===== config.mk =====
export PLATFORM = sky130hd
export DESIGN_NAME = url_component_splitter
export DESIGN_NICKNAME = d
export VERILOG_FILES = /design/src/hdl/ucs_pkg.sv /design/src/hdl/ucs_front.sv /design/src/hdl/ucs_fifo.sv /design/src/hdl/ucs_back.sv /design/src/hdl/url_component_splitter.sv
export SDC_FILE = /design/constraint.sdc
export NUM_CORES = 1
export LEC_CHECK = 0
export BUFFER_PORTS_ARGS = -buffer_cell sky130_fd_sc_hd__buf_2
export CORE_MARGIN = 2
export CORE_UTILIZATION = 30
export DETAILED_ROUTE_END_ITERATION = 7
export HOLD_SLACK_MARGIN = 0.03
export PLACE_DENSITY = 0.43
export SYNTH_ARGS = -nofsm -noshare
export SYNTH_HDL_FRONTEND = slang
export SYNTH_SLANG_ARGS = --single-unit

===== constraint.sdc =====
create_clock -name clk -period 12.4 [get_ports clk]
set_clock_uncertainty 0.2 [all_clocks]
set_input_delay 0.62 -clock clk [delete_from_list [all_inputs] [get_ports clk]]
set_output_delay 0.62 -clock clk [all_outputs]
set_load 0.01 [all_outputs]

===== src/hdl/ucs_pkg.sv =====
// Shared types, character codes and the authority close check for the URL splitter.
package ucs_pkg;

  localparam int MAX_URL_BYTES_DEF = 4096;
  localparam int FIFO_DEPTH_DEF    = 4;

  localparam logic [7:0] CH_COLON  = 8'h3A;
  localparam logic [7:0] CH_SLASH  = 8'h2F;
  localparam logic [7:0] CH_QUEST  = 8'h3F;
  localparam logic [7:0] CH_HASH   = 8'h23;
  localparam logic [7:0] CH_AT     = 8'h40;
  localparam logic [7:0] CH_LBRACK = 8'h5B;
  localparam logic [7:0] CH_RBRACK = 8'h5D;
  localparam logic [7:0] CH_ZERO   = 8'h30;
  localparam logic [7:0] CH_NINE   = 8'h39;
  localparam logic [7:0] CH_UPPER_A = 8'h41;
  localparam logic [7:0] CH_UPPER_Z = 8'h5A;
  localparam logic [7:0] CASE_BIT  = 8'h20;

  localparam logic [31:0] HTTP_WORD  = "http";
  localparam logic [39:0] HTTPS_WORD = "https";
  localparam logic [15:0] HTTP_PORT  = 16'd80;
  localparam logic [15:0] HTTPS_PORT = 16'd443;
  localparam logic [16:0] PORT_MAX   = 17'd65535;
  localparam logic [2:0]  PORT_DIGITS_MAX = 3'd5;

  typedef enum logic [2:0] {
    PH_SCHEME, PH_AUTH, PH_PATH, PH_QUERY, PH_FRAG, PH_REJECT
  } phase_t;

  typedef enum logic [3:0] {
    CL_OTHER, CL_COLON, CL_SLASH, CL_QUEST, CL_HASH,
    CL_AT, CL_LBRACK, CL_RBRACK, CL_DIGIT
  } cls_t;

  // Classified byte as it travels through the queue (position rides alongside).
  typedef struct packed {
    cls_t       cls;
    logic [7:0] lc_byte;
    logic       over;
    logic       last;
  } item_head_t;

  typedef struct packed {
    logic        ok;
    logic [15:0] port;
  } fin_t;

  typedef struct packed {
    logic        parse_ok;
    logic [12:0] scheme_length;
    logic [11:0] host_offset;
    logic [12:0] host_length;
    logic [15:0] port_number;
    logic [11:0] path_offset;
    logic [12:0] path_length;
    logic [11:0] query_offset;
    logic [12:0] query_length;
    logic [11:0] fragment_offset;
    logic [12:0] fragment_length;
  } result_t;

  // Authority close: bracket must be closed, explicit port must be sane,
  // otherwise fall back to the scheme default.
  function automatic fin_t fin_check(input logic br_open, input logic br_closed,
                                     input logic pt_started, input logic pt_bad,
                                     input logic [2:0] dcnt, input logic [16:0] acc,
                                     input logic is_http, input logic is_https);
    fin_t f;
    f.ok = 1'b1;
    f.port = '0;
    if (br_open && !br_closed) begin
      f.ok = 1'b0;
    end
    if (pt_started) begin
      if (pt_bad || dcnt == 3'd0 || acc == 17'd0 || acc > PORT_MAX) begin
        f.ok = 1'b0;
      end
      f.port = acc[15:0];
    end else if (is_http) begin
      f.port = HTTP_PORT;
    end else if (is_https) begin
      f.port = HTTPS_PORT;
    end
    return f;
  endfunction

endpackage


===== src/hdl/ucs_front.sv =====
// Input side: byte acceptance, character classification and position counting.
module ucs_front #(
  parameter int MAX_URL_BYTES = ucs_pkg::MAX_URL_BYTES_DEF,
  parameter int PW = $clog2(MAX_URL_BYTES + 1)
) (
  input  logic                clk,
  input  logic                rst_n,
  input  logic                in_valid,
  output logic                in_ready,
  input  logic [7:0]          in_url_byte,
  input  logic                in_last_byte,
  input  logic                fifo_full,
  output logic                push,
  output ucs_pkg::item_head_t push_head,
  output logic [PW-1:0]       push_pos
);
  import ucs_pkg::*;

  localparam logic [PW-1:0] MAX_POS = PW'(MAX_URL_BYTES);

  logic [PW-1:0] pos_r, pos_nxt;
  cls_t          cls;

  assign in_ready = !fifo_full;
  assign push     = in_valid && in_ready;

  always_comb begin
    unique case (in_url_byte)
      CH_COLON:  cls = CL_COLON;
      CH_SLASH:  cls = CL_SLASH;
      CH_QUEST:  cls = CL_QUEST;
      CH_HASH:   cls = CL_HASH;
      CH_AT:     cls = CL_AT;
      CH_LBRACK: cls = CL_LBRACK;
      CH_RBRACK: cls = CL_RBRACK;
      default: begin
        cls = (in_url_byte >= CH_ZERO && in_url_byte <= CH_NINE) ? CL_DIGIT : CL_OTHER;
      end
    endcase
  end

  always_comb begin
    push_head.cls     = cls;
    push_head.lc_byte = (in_url_byte >= CH_UPPER_A && in_url_byte <= CH_UPPER_Z) ?
                        (in_url_byte | CASE_BIT) : in_url_byte;
    push_head.over    = (pos_r == MAX_POS);
    push_head.last    = in_last_byte;
    push_pos          = pos_r;
  end

  // saturating position, back to zero after the last byte of a URL
  always_comb begin
    pos_nxt = pos_r;
    if (push) begin
      if (in_last_byte) begin
        pos_nxt = '0;
      end else if (pos_r != MAX_POS) begin
        pos_nxt = pos_r + 1'b1;
      end
    end
  end

  always_ff @(posedge clk) begin
    if (!rst_n) begin
      pos_r <= '0;
    end else begin
      pos_r <= pos_nxt;
    end
  end

endmodule


===== src/hdl/ucs_fifo.sv =====
// Short word queue between the classifier and the parser.
module ucs_fifo #(
  parameter int WIDTH = 8,
  parameter int DEPTH = ucs_pkg::FIFO_DEPTH_DEF
) (
  input  logic             clk,
  input  logic             rst_n,
  input  logic             push,
  input  logic [WIDTH-1:0] push_data,
  output logic             full,
  input  logic             pop,
  output logic [WIDTH-1:0] pop_data,
  output logic             not_empty
);
  localparam int AW = (DEPTH > 1) ? $clog2(DEPTH) : 1;
  localparam int CW = $clog2(DEPTH + 1);
  localparam logic [AW-1:0] LAST_SLOT = AW'(DEPTH - 1);
  localparam logic [CW-1:0] FULL_CNT  = CW'(DEPTH);

  logic [WIDTH-1:0] mem_r [DEPTH];
  logic [AW-1:0]    wptr_r, wptr_nxt, rptr_r, rptr_nxt;
  logic [CW-1:0]    cnt_r, cnt_nxt;

  assign full      = (cnt_r == FULL_CNT);
  assign not_empty = (cnt_r != '0);
  assign pop_data  = mem_r[rptr_r];

  always_comb begin
    wptr_nxt = wptr_r;
    rptr_nxt = rptr_r;
    if (push) begin
      wptr_nxt = (wptr_r == LAST_SLOT) ? '0 : wptr_r + 1'b1;
    end
    if (pop) begin
      rptr_nxt = (rptr_r == LAST_SLOT) ? '0 : rptr_r + 1'b1;
    end
    unique case ({push, pop})
      2'b10:   cnt_nxt = cnt_r + 1'b1;
      2'b01:   cnt_nxt = cnt_r - 1'b1;
      default: cnt_nxt = cnt_r;
    endcase
  end

  always_ff @(posedge clk) begin
    if (!rst_n) begin
      wptr_r <= '0;
      rptr_r <= '0;
      cnt_r  <= '0;
    end else begin
      wptr_r <= wptr_nxt;
      rptr_r <= rptr_nxt;
      cnt_r  <= cnt_nxt;
    end
  end

  always_ff @(posedge clk) begin
    if (push) begin
      mem_r[wptr_r] <= push_data;
    end
  end

endmodule


===== src/hdl/ucs_back.sv =====
// Parser: phase machine over classified bytes, span tracking, port check, result register.
module ucs_back #(
  parameter int PW = 13
) (
  input  logic                clk,
  input  logic                rst_n,
  input  logic                item_valid,
  input  ucs_pkg::item_head_t item_head,
  input  logic [PW-1:0]       item_pos,
  output logic                take,
  output logic                out_valid,
  input  logic                out_ready,
  output ucs_pkg::result_t    out_res
);
  import ucs_pkg::*;

  phase_t        phase_r, phase_nxt;
  logic [1:0]    sep_r, sep_nxt;
  logic [39:0]   head_r, head_nxt;
  logic [PW-1:0] slen_r, slen_nxt;
  logic          ui_r, ui_nxt;
  logic [PW-1:0] hbeg_r, hbeg_nxt, hsize_r, hsize_nxt;
  logic          br_open_r, br_open_nxt, br_closed_r, br_closed_nxt, br_tail_r, br_tail_nxt;
  logic          pt_started_r, pt_started_nxt, pt_bad_r, pt_bad_nxt;
  logic [16:0]   acc_r, acc_nxt, acc_step;
  logic [2:0]    dcnt_r, dcnt_nxt;
  logic [PW-1:0] path_beg_r, path_beg_nxt, path_len_r, path_len_nxt;
  logic [PW-1:0] qry_beg_r, qry_beg_nxt, qry_len_r, qry_len_nxt;
  logic [PW-1:0] frg_beg_r, frg_beg_nxt, frg_len_r, frg_len_nxt;
  logic [15:0]   port_fin_r, port_fin_nxt;
  logic          out_valid_r, out_valid_nxt;
  result_t       res_r, res_nxt;

  logic          active, term, do_port;
  logic          http_cur, https_cur, http_n, https_n, ok_end;
  logic [PW-1:0] pos_inc;
  fin_t          fin_cur, fin_end;
  cls_t          cls;

  assign cls      = item_head.cls;
  assign take     = item_valid && (!item_head.last || !out_valid_r || out_ready);
  assign active   = take && (phase_r != PH_REJECT) && !item_head.over;
  assign term     = (cls == CL_SLASH) || (cls == CL_QUEST) || (cls == CL_HASH);
  assign pos_inc  = item_pos + 1'b1;
  assign acc_step = (acc_r << 3) + (acc_r << 1) + 17'(item_head.lc_byte[3:0]);
  assign out_valid = out_valid_r;
  assign out_res   = res_r;

  assign http_cur  = (slen_r == PW'(4)) && (head_r[39:8] == HTTP_WORD);
  assign https_cur = (slen_r == PW'(5)) && (head_r == HTTPS_WORD);
  assign http_n    = (slen_nxt == PW'(4)) && (head_nxt[39:8] == HTTP_WORD);
  assign https_n   = (slen_nxt == PW'(5)) && (head_nxt == HTTPS_WORD);

  // authority state is untouched on a terminator byte, so the registered view serves
  assign fin_cur = fin_check(br_open_r, br_closed_r, pt_started_r, pt_bad_r,
                             dcnt_r, acc_r, http_cur, https_cur);
  assign fin_end = fin_check(br_open_nxt, br_closed_nxt, pt_started_nxt, pt_bad_nxt,
                             dcnt_nxt, acc_nxt, http_n, https_n);

  // next phase
  always_comb begin
    phase_nxt = phase_r;
    if (take && phase_r != PH_REJECT) begin
      if (item_head.over) begin
        phase_nxt = PH_REJECT;
      end else begin
        unique case (phase_r)
          PH_SCHEME: begin
            if (cls == CL_SLASH && sep_r == 2'd2) phase_nxt = PH_AUTH;
          end
          PH_AUTH: begin
            if (term) begin
              if (!fin_cur.ok)             phase_nxt = PH_REJECT;
              else if (cls == CL_SLASH)    phase_nxt = PH_PATH;
              else if (cls == CL_QUEST)    phase_nxt = PH_QUERY;
              else                         phase_nxt = PH_FRAG;
            end
          end
          PH_PATH: begin
            if (cls == CL_QUEST)     phase_nxt = PH_QUERY;
            else if (cls == CL_HASH) phase_nxt = PH_FRAG;
          end
          PH_QUERY: begin
            if (cls == CL_HASH) phase_nxt = PH_FRAG;
          end
          default: ;
        endcase
      end
    end
  end

  // datapath updates
  always_comb begin
    sep_nxt        = sep_r;
    head_nxt       = head_r;
    slen_nxt       = slen_r;
    ui_nxt         = ui_r;
    hbeg_nxt       = hbeg_r;
    hsize_nxt      = hsize_r;
    br_open_nxt    = br_open_r;
    br_closed_nxt  = br_closed_r;
    br_tail_nxt    = br_tail_r;
    pt_started_nxt = pt_started_r;
    pt_bad_nxt     = pt_bad_r;
    acc_nxt        = acc_r;
    dcnt_nxt       = dcnt_r;
    path_beg_nxt   = path_beg_r;
    path_len_nxt   = path_len_r;
    qry_beg_nxt    = qry_beg_r;
    qry_len_nxt    = qry_len_r;
    frg_beg_nxt    = frg_beg_r;
    frg_len_nxt    = frg_len_r;
    port_fin_nxt   = port_fin_r;
    do_port        = 1'b0;
    if (active) begin
      unique case (phase_r)
        PH_SCHEME: begin
          for (int i = 0; i < 5; i++) begin
            if (item_pos == PW'(i)) head_nxt[8*(4-i) +: 8] = item_head.lc_byte;
          end
          if (cls == CL_COLON) begin
            sep_nxt = 2'd1;
          end else if (cls == CL_SLASH && sep_r == 2'd1) begin
            sep_nxt = 2'd2;
          end else if (cls == CL_SLASH && sep_r == 2'd2) begin
            slen_nxt       = item_pos - PW'(2);
            hbeg_nxt       = pos_inc;
            hsize_nxt      = '0;
            br_open_nxt    = 1'b0;
            br_closed_nxt  = 1'b0;
            br_tail_nxt    = 1'b0;
            pt_started_nxt = 1'b0;
            pt_bad_nxt     = 1'b0;
            acc_nxt        = '0;
            dcnt_nxt       = '0;
          end else begin
            sep_nxt = 2'd0;
          end
        end
        PH_AUTH: begin
          if (term) begin
            port_fin_nxt = fin_cur.port;
            if (cls == CL_SLASH) begin
              path_beg_nxt = item_pos;
              path_len_nxt = PW'(1);
            end else if (cls == CL_QUEST) begin
              qry_beg_nxt = pos_inc;
              qry_len_nxt = '0;
            end else begin
              frg_beg_nxt = pos_inc;
              frg_len_nxt = '0;
            end
          end else if (cls == CL_AT && !ui_r) begin
            // userinfo: drop everything seen so far in the authority
            ui_nxt         = 1'b1;
            hbeg_nxt       = pos_inc;
            hsize_nxt      = '0;
            br_open_nxt    = 1'b0;
            br_closed_nxt  = 1'b0;
            br_tail_nxt    = 1'b0;
            pt_started_nxt = 1'b0;
            pt_bad_nxt     = 1'b0;
            acc_nxt        = '0;
            dcnt_nxt       = '0;
          end else if (br_open_r) begin
            if (!br_closed_r) begin
              if (cls == CL_RBRACK) br_closed_nxt = 1'b1;
              else                  hsize_nxt = hsize_r + 1'b1;
            end else if (!br_tail_r) begin
              br_tail_nxt = 1'b1;
              if (cls == CL_COLON) pt_started_nxt = 1'b1;
            end else if (pt_started_r) begin
              do_port = 1'b1;
            end
          end else if (item_pos == hbeg_r && cls == CL_LBRACK && hsize_r == '0 &&
                       !pt_started_r) begin
            br_open_nxt = 1'b1;
            hbeg_nxt    = pos_inc;
          end else if (pt_started_r) begin
            do_port = 1'b1;
          end else if (cls == CL_COLON) begin
            pt_started_nxt = 1'b1;
          end else begin
            hsize_nxt = hsize_r + 1'b1;
          end
          if (do_port) begin
            if (dcnt_r >= PORT_DIGITS_MAX || cls != CL_DIGIT) begin
              pt_bad_nxt = 1'b1;
            end else begin
              acc_nxt  = acc_step;
              dcnt_nxt = dcnt_r + 1'b1;
            end
          end
        end
        PH_PATH: begin
          if (cls == CL_QUEST) begin
            qry_beg_nxt = pos_inc;
            qry_len_nxt = '0;
          end else if (cls == CL_HASH) begin
            frg_beg_nxt = pos_inc;
            frg_len_nxt = '0;
          end else begin
            path_len_nxt = path_len_r + 1'b1;
          end
        end
        PH_QUERY: begin
          if (cls == CL_HASH) begin
            frg_beg_nxt = pos_inc;
            frg_len_nxt = '0;
          end else begin
            qry_len_nxt = qry_len_r + 1'b1;
          end
        end
        PH_FRAG: begin
          frg_len_nxt = frg_len_r + 1'b1;
        end
        default: ;
      endcase
    end
  end

  // result word and output register control
  always_comb begin
    ok_end = !(phase_nxt == PH_REJECT || phase_nxt == PH_SCHEME ||
               (phase_nxt == PH_AUTH && !fin_end.ok));
    res_nxt = '0;
    if (ok_end) begin
      res_nxt.parse_ok        = 1'b1;
      res_nxt.scheme_length   = 13'(slen_nxt);
      res_nxt.host_offset     = (hsize_nxt != '0) ? 12'(hbeg_nxt) : 12'd0;
      res_nxt.host_length     = 13'(hsize_nxt);
      res_nxt.port_number     = (phase_nxt == PH_AUTH) ? fin_end.port : port_fin_nxt;
      res_nxt.path_offset     = (path_len_nxt != '0) ? 12'(path_beg_nxt) : 12'd0;
      res_nxt.path_length     = 13'(path_len_nxt);
      res_nxt.query_offset    = (qry_len_nxt != '0) ? 12'(qry_beg_nxt) : 12'd0;
      res_nxt.query_length    = 13'(qry_len_nxt);
      res_nxt.fragment_offset = (frg_len_nxt != '0) ? 12'(frg_beg_nxt) : 12'd0;
      res_nxt.fragment_length = 13'(frg_len_nxt);
    end
    out_valid_nxt = out_valid_r && !out_ready;
    if (take && item_head.last) out_valid_nxt = 1'b1;
  end

  always_ff @(posedge clk) begin
    if (!rst_n) begin
      out_valid_r <= 1'b0;
    end else begin
      out_valid_r <= out_valid_nxt;
    end
    if (take && item_head.last) begin
      res_r <= res_nxt;
    end
  end

  // parse state goes back to its cleared form after each URL
  always_ff @(posedge clk) begin
    if (!rst_n || (take && item_head.last)) begin
      phase_r      <= PH_SCHEME;
      sep_r        <= '0;
      head_r       <= '0;
      slen_r       <= '0;
      ui_r         <= 1'b0;
      hbeg_r       <= '0;
      hsize_r      <= '0;
      br_open_r    <= 1'b0;
      br_closed_r  <= 1'b0;
      br_tail_r    <= 1'b0;
      pt_started_r <= 1'b0;
      pt_bad_r     <= 1'b0;
      acc_r        <= '0;
      dcnt_r       <= '0;
      path_beg_r   <= '0;
      path_len_r   <= '0;
      qry_beg_r    <= '0;
      qry_len_r    <= '0;
      frg_beg_r    <= '0;
      frg_len_r    <= '0;
      port_fin_r   <= '0;
    end else if (take) begin
      phase_r      <= phase_nxt;
      sep_r        <= sep_nxt;
      head_r       <= head_nxt;
      slen_r       <= slen_nxt;
      ui_r         <= ui_nxt;
      hbeg_r       <= hbeg_nxt;
      hsize_r      <= hsize_nxt;
      br_open_r    <= br_open_nxt;
      br_closed_r  <= br_closed_nxt;
      br_tail_r    <= br_tail_nxt;
      pt_started_r <= pt_started_nxt;
      pt_bad_r     <= pt_bad_nxt;
      acc_r        <= acc_nxt;
      dcnt_r       <= dcnt_nxt;
      path_beg_r   <= path_beg_nxt;
      path_len_r   <= path_len_nxt;
      qry_beg_r    <= qry_beg_nxt;
      qry_len_r    <= qry_len_nxt;
      frg_beg_r    <= frg_beg_nxt;
      frg_len_r    <= frg_len_nxt;
      port_fin_r   <= port_fin_nxt;
    end
  end

endmodule


===== src/hdl/url_component_splitter.sv =====
// URL component splitter: takes a URL one word (byte) per cycle and, at the word marked
// last_byte, returns one result word with the scheme length, host span, port and the
// path, query and fragment spans, or parse_ok low with all other fields zero. Throughput
// is one byte per cycle while the queue has room: the classifier writes each accepted byte
// into a short queue and the parser drains one queue word per cycle, stalling only on a
// final word while an earlier result waits. A result passes through the queue and then
// the output register onto out_valid, later if earlier words still sit in the queue, and
// waits in that output register; the parser keeps consuming non-final bytes while that
// result waits, and in_ready drops only when the queue is full.
// Offsets count from the first byte of the URL; an empty or absent span reports offset 0
// and length 0. A URL longer than MAX_URL_BYTES bytes fails.
module url_component_splitter #(
  parameter int MAX_URL_BYTES = ucs_pkg::MAX_URL_BYTES_DEF,
  parameter int FIFO_DEPTH    = ucs_pkg::FIFO_DEPTH_DEF
) (
  input  logic        clk,
  input  logic        rst_n,
  input  logic        in_valid,
  output logic        in_ready,
  input  logic [7:0]  in_url_byte,
  input  logic        in_last_byte,
  output logic        out_valid,
  input  logic        out_ready,
  output logic        out_parse_ok,
  output logic [12:0] out_scheme_length,
  output logic [11:0] out_host_offset,
  output logic [12:0] out_host_length,
  output logic [15:0] out_port_number,
  output logic [11:0] out_path_offset,
  output logic [12:0] out_path_length,
  output logic [11:0] out_query_offset,
  output logic [12:0] out_query_length,
  output logic [11:0] out_fragment_offset,
  output logic [12:0] out_fragment_length
);
  import ucs_pkg::*;

  // position width: must hold MAX_URL_BYTES itself (saturation point)
  localparam int PW = $clog2(MAX_URL_BYTES + 1);
  localparam int QW = $bits(item_head_t) + PW;

  logic          push, pop, fifo_full, fifo_valid;
  item_head_t    push_head, pop_head;
  logic [PW-1:0] push_pos, pop_pos;
  logic [QW-1:0] push_word, pop_word;
  result_t       res;

  // front: accept and classify
  ucs_front #(
    .MAX_URL_BYTES(MAX_URL_BYTES),
    .PW(PW)
  ) u_front (
    .clk          (clk),
    .rst_n        (rst_n),
    .in_valid     (in_valid),
    .in_ready     (in_ready),
    .in_url_byte  (in_url_byte),
    .in_last_byte (in_last_byte),
    .fifo_full    (fifo_full),
    .push         (push),
    .push_head    (push_head),
    .push_pos     (push_pos)
  );

  assign push_word = {push_head, push_pos};

  // decoupling queue
  ucs_fifo #(
    .WIDTH(QW),
    .DEPTH(FIFO_DEPTH)
  ) u_fifo (
    .clk       (clk),
    .rst_n     (rst_n),
    .push      (push),
    .push_data (push_word),
    .full      (fifo_full),
    .pop       (pop),
    .pop_data  (pop_word),
    .not_empty (fifo_valid)
  );

  assign {pop_head, pop_pos} = pop_word;

  // back: parse, track spans, hold the result
  ucs_back #(
    .PW(PW)
  ) u_back (
    .clk        (clk),
    .rst_n      (rst_n),
    .item_valid (fifo_valid),
    .item_head  (pop_head),
    .item_pos   (pop_pos),
    .take       (pop),
    .out_valid  (out_valid),
    .out_ready  (out_ready),
    .out_res    (res)
  );

  assign out_parse_ok        = res.parse_ok;
  assign out_scheme_length   = res.scheme_length;
  assign out_host_offset     = res.host_offset;
  assign out_host_length     = res.host_length;
  assign out_port_number     = res.port_number;
  assign out_path_offset     = res.path_offset;
  assign out_path_length     = res.path_length;
  assign out_query_offset    = res.query_offset;
  assign out_query_length    = res.query_length;
  assign out_fragment_offset = res.fragment_offset;
  assign out_fragment_length = res.fragment_length;

  // a failed parse carries nothing but the flag
  a_fail_clean: assert property (@(posedge clk) disable iff (!rst_n)
    out_valid && !out_parse_ok |->
      out_scheme_length == 13'd0 && out_host_length == 13'd0 && out_port_number == 16'd0 &&
      out_path_length == 13'd0 && out_query_length == 13'd0 && out_fragment_length == 13'd0)
    else $error("failed parse with nonzero fields");

  // empty spans report offset zero
  a_empty_span: assert property (@(posedge clk) disable iff (!rst_n)
    out_valid |->
      (out_host_length != 13'd0 || out_host_offset == 12'd0) &&
      (out_path_length != 13'd0 || out_path_offset == 12'd0) &&
      (out_query_length != 13'd0 || out_query_offset == 12'd0) &&
      (out_fragment_length != 13'd0 || out_fragment_offset == 12'd0))
    else $error("empty span with nonzero offset");

  // the queue is drained by the parser whenever no result is waiting
  a_queue_drains: assert property (@(posedge clk) disable iff (!rst_n)
    fifo_valid && !out_valid |-> pop)
    else $error("parser stalled with no pending result");

endmodule

==> metrics.md <==
| Metric | Value |
|---|---|
| Outcome | complete, no violations |
| Synth Register Bits | 462 |
| CP cell instances | buf_4 -> mux4_2 -> inv_1 -> fa_1 -> inv_1 -> ha_1 -> a21oi_1 -> o2111ai_1 -> xor2_1 -> or4_1 -> or4_1 -> a2111oi_0 -> nand4_1 -> nand3_4 -> buf_4 -> nor3_1 |
| Final HPWL DP | 43700 um |
| Routed WL | 63100 um |
| Clk sink count | 462 |
| Via Count | 16300 |
| Fraction of registers with async set/reset | 0% |
| Final ANT Viol Nets | 0 |
| EDFF count, synth | 238 |
| CP max stage delay | around 730 ps |
| Worst VDD drop | 0.212 mV |
| N_diodes | 0 |
| Post-synthesis cell area | 21600 um2 |
| Combinational fraction of design power | 35.3% |
| Post-cts resize count | 0 |
| Lkg Pwr | 8.81 nW |
| FP Rows | 98 |
| Drt first-iter violations | 1097 |
| Largest net degree at the start of global routing | 86 |
| Port Buffers | 144 |
| MaxCap Viol Count | 0 |
| Maximum clock rate | ~140 MHz |
| Worst setup EP type | register |
| Root Driver | clkbuf_16 |
| WS Path Type | reg2reg |
| Seq/Total Area, Yosys | 53.7% |
| H-tree level count | 2 |
| Switch Pwr | roughly 2.2 mW |
| Clk pwr share | 28.5% |
| Final period util | between 50% and 60% |
| PD cells | 215 nW/um2 |
| IO Pins | 145 |
| Starting Density | a little under a third |
| Initial antenna violation count | 0 |
| Die area | 74300 um2 |
| Syn_nets | 2117 |
| Via density | 5.15 |
| Syn_area_per_cell | about 11 um2 |
| Final setup fails | 0 |
| Final Power | 5.38 mW |
| Slew @ Worst Pin | about 1100 ps |
| Max Root-Sink Buffers | 3 |
| Fraction of layout cells with a size suffix above 1 | 16.0% |
| Tot GR Track Use | 16.7% |
| Sequential share of power | 36.2% |
| First-pass GRT wire length | 96700 um |
| Max-slew violations | 0 |
| TritonCTS clock tree | done |
| Minimum clock period after layout | 7200 ps |
| Slew margin rel. | 26.9% |
| Core Region | 71500 um2 |
| # Post-CTS Setup Buffers | 0 |
| Worst-skew pair later-pin latency | 630 ps |
| CTS Hold Bufs | 0 |
| WP data required | 12520 ps |
| CTS buffer count | 53 |
| Final WS setup | 5200 ps |
| RSZ-0062 raised after global routing | no |
| Detailed Routing Iterations Pass 1 | 5 |
| Final Hold Fails | 0 |
| Critical path peak fanout | 75 |
| WP data arrival | 7320 ps |
| Unique masters post-synth | 98 |
| Worst Hold Class | in2reg |
| Die H | ~270 um |
| Clk slew on worst S/H paths | 60 ps |
| RePlAce Congestion | around 0.84 |
| Dpl ws | 5110 ps |
| Ys flop type | edfxtp_1 |
| Cells after synthesis | 2051 |
| Slowest cell on crit path | buf_4 |
| Sw Ratio | 40.5% |
| Synth-to-layout area growth | 15.5% |
| Crit path launch type | register |
| DRC | 0 |
| Setup TNS Final | 0 ps |
| Int Pwr | 3.20 mW |
| Yosys warning total | 0 |
| Die Width | 273 um |
| WL/cell | 20.0 um |
| Vias in the first global route | 16000 |
| Congestion Overflow GR | 0 |
| # nets final | about 2200 |
==> worst paths after layout <==
| path | depth (start not counted) | start | slack [ps] | to |
|---|---|---|---|---|
| worst min register to register | 2 | u_back.port_fin_r[11] | 260 | u_back.port_fin_r[11] |
| worst max register to register | 16 | register | 5200 | u_back.out_res[44] |
| worst min-delay path | 1 | in_url_byte[7] | 110 | u_fifo.mem_r[2][22] |
| worst max-delay path | 16 | register | 5200 | u_back.out_res[44] |
==> synth_stat cells, types with 7 or more instances <==
cell type / instances / share of area [%]
dfxtp_1: 224 / 21
nor4_1: 32 / 0.93
o211ai_1: 11 / 0.38
nand4_1: 33 / 0.95
nand2b_1: 9 / 0.26
and3_1: 24 / 0.69
o21ai_0: 67 / 1.5
and2_1: 9 / 0.26
xnor2_1: 34 / 1.4
nand2_1: 114 / 2.0
a31oi_1: 21 / 0.61
buf_2: 27 / 0.62
xor2_1: 29 / 1.2
a21o_1: 16 / 0.56
a21oi_1: 97 / 2.2
a211oi_2: 14 / 0.81
ha_1: 50 / 2.9
o21a_1: 9 / 0.31
nor3_2: 7 / 0.32
a21boi_0: 9 / 0.31
a211oi_1: 16 / 0.56
or4_1: 8 / 0.28
nand3_1: 70 / 1.6
buf_4: 10 / 0.35
clkbuf_1: 71 / 1.2
or3_1: 17 / 0.49
mux2i_1: 68 / 3.1
mux4_2: 23 / 2.4
nor3_1: 73 / 1.7
nor3b_1: 8 / 0.28
nor2b_1: 21 / 0.61
a22oi_1: 30 / 1.0
inv_1: 46 / 0.80
edfxtp_1: 238 / 33
nor2_1: 355 / 6.2
o31ai_1: 9 / 0.31
o21bai_1: 7 / 0.24
==> final cells by class <==
| cell class | count | area (um2) |
|---|---|---|
| Fill cell | 7211 | 46500 |
| Sequential cell | 462 | 11600 |
| Multi-Input combinational cell | 1429 | 9370 |
| Clock buffer | 68 | 1410 |
| Tap cell | 950 | 1190 |
| Timing Repair Buffer | 172 | 931 |
| Clock inverter | 32 | 290 |
| Inverter | 46 | 178 |
==> worst max-delay path, delay by kind of cell, from the launching register on <==
family | cells | cell delay, ps
AND/OR/NAND/NOR | 5 | 2120
multiplexers | 1 | 720
buffers and inverters | 4 | 1490
AO/OA/AOI/OAI | 3 | 1040
flip-flops | 1 | 310
XOR/XNOR | 1 | 180
adder cells (fa/ha/maj) | 2 | 680
==> power by group through the flow <==
stage	Clock [mW]	Combinational, mW	Sequential [mW]
floorplan	0	1.22	2.04
finish	1.54	1.90	1.95
detailed placement	0	1.93	1.98
global route	1.64	2.06	1.97
CTS	1.58	1.93	1.95
global placement	0	1.92	1.99
==> routing by layer <==
layer,GRT usage (%),wire length [um],vias up
met5,0,0,-
met4,4.68,1380,0
met3,2.37,2730,76
met2,27.3,29200,365
met1,23.1,29700,8029
li1,-,-,7797
==> state kept, by name, summed over array words and instances (netlist names), 16 cells and up, named ones only <==
name and flops:
u_back.head_r 40, u_back.out_res 130, u_fifo.mem_r 108, u_back.port_fin_r 16, u_back.acc_r 17
==> metrics by stage <==
step	utilization, %	cell area (um2)	hold slack, ps	instances
after global routing	35.0	25000	104	3159
after detailed placement	32.6	23300	254	3059
after floorplan	-	21600	240	2051
after CTS	35.0	25000	82.6	3159
final	35.0	25000	112	3159
after global placement	32.6	23300	248	3059
==> cells in the final DEF (no fill, tap or decap), types with 11 or more instances in the layout <==
cell type,netlist,final
nor2_1,355,354
or3_1,17,17
nand3_1,70,69
clkbuf_16,0,53
xor2_1,29,29
nor3_1,73,71
inv_1,46,45
ha_1,50,50
mux2i_1,68,68
buf_2,27,144
xnor2_1,34,34
o21ai_0,67,67
a31oi_1,21,21
a21oi_1,97,97
a21o_1,16,16
o211ai_1,11,11
nor2b_1,21,21
edfxtp_1,238,238
buf_4,10,28
clkbuf_1,71,12
nand4_1,33,33
and3_1,24,20
a211oi_1,16,15
dfxtp_1,224,223
nand2_1,114,113
mux4_2,23,23
a22oi_1,30,30
a211oi_2,14,14
nor4_1,32,30
==> cell families (layout without fill, tap and decap cells) <==
| logic type | after synthesis | in the layout | synth area share [%] |
|---|---|---|---|
| flip-flops | 462 | 462 | 53.7 |
| buffers and inverters | 160 | 318 | 3.30 |
| AO/OA/AOI/OAI | 382 | 382 | 12.1 |
| XOR/XNOR | 63 | 63 | 2.55 |
| adder cells (fa/ha/maj) | 53 | 53 | 3.17 |
| multiplexers | 100 | 100 | 6.28 |
| AND/OR/NAND/NOR | 831 | 831 | 18.8 |
Note: power is estimated with default switching activity, not from simulation.
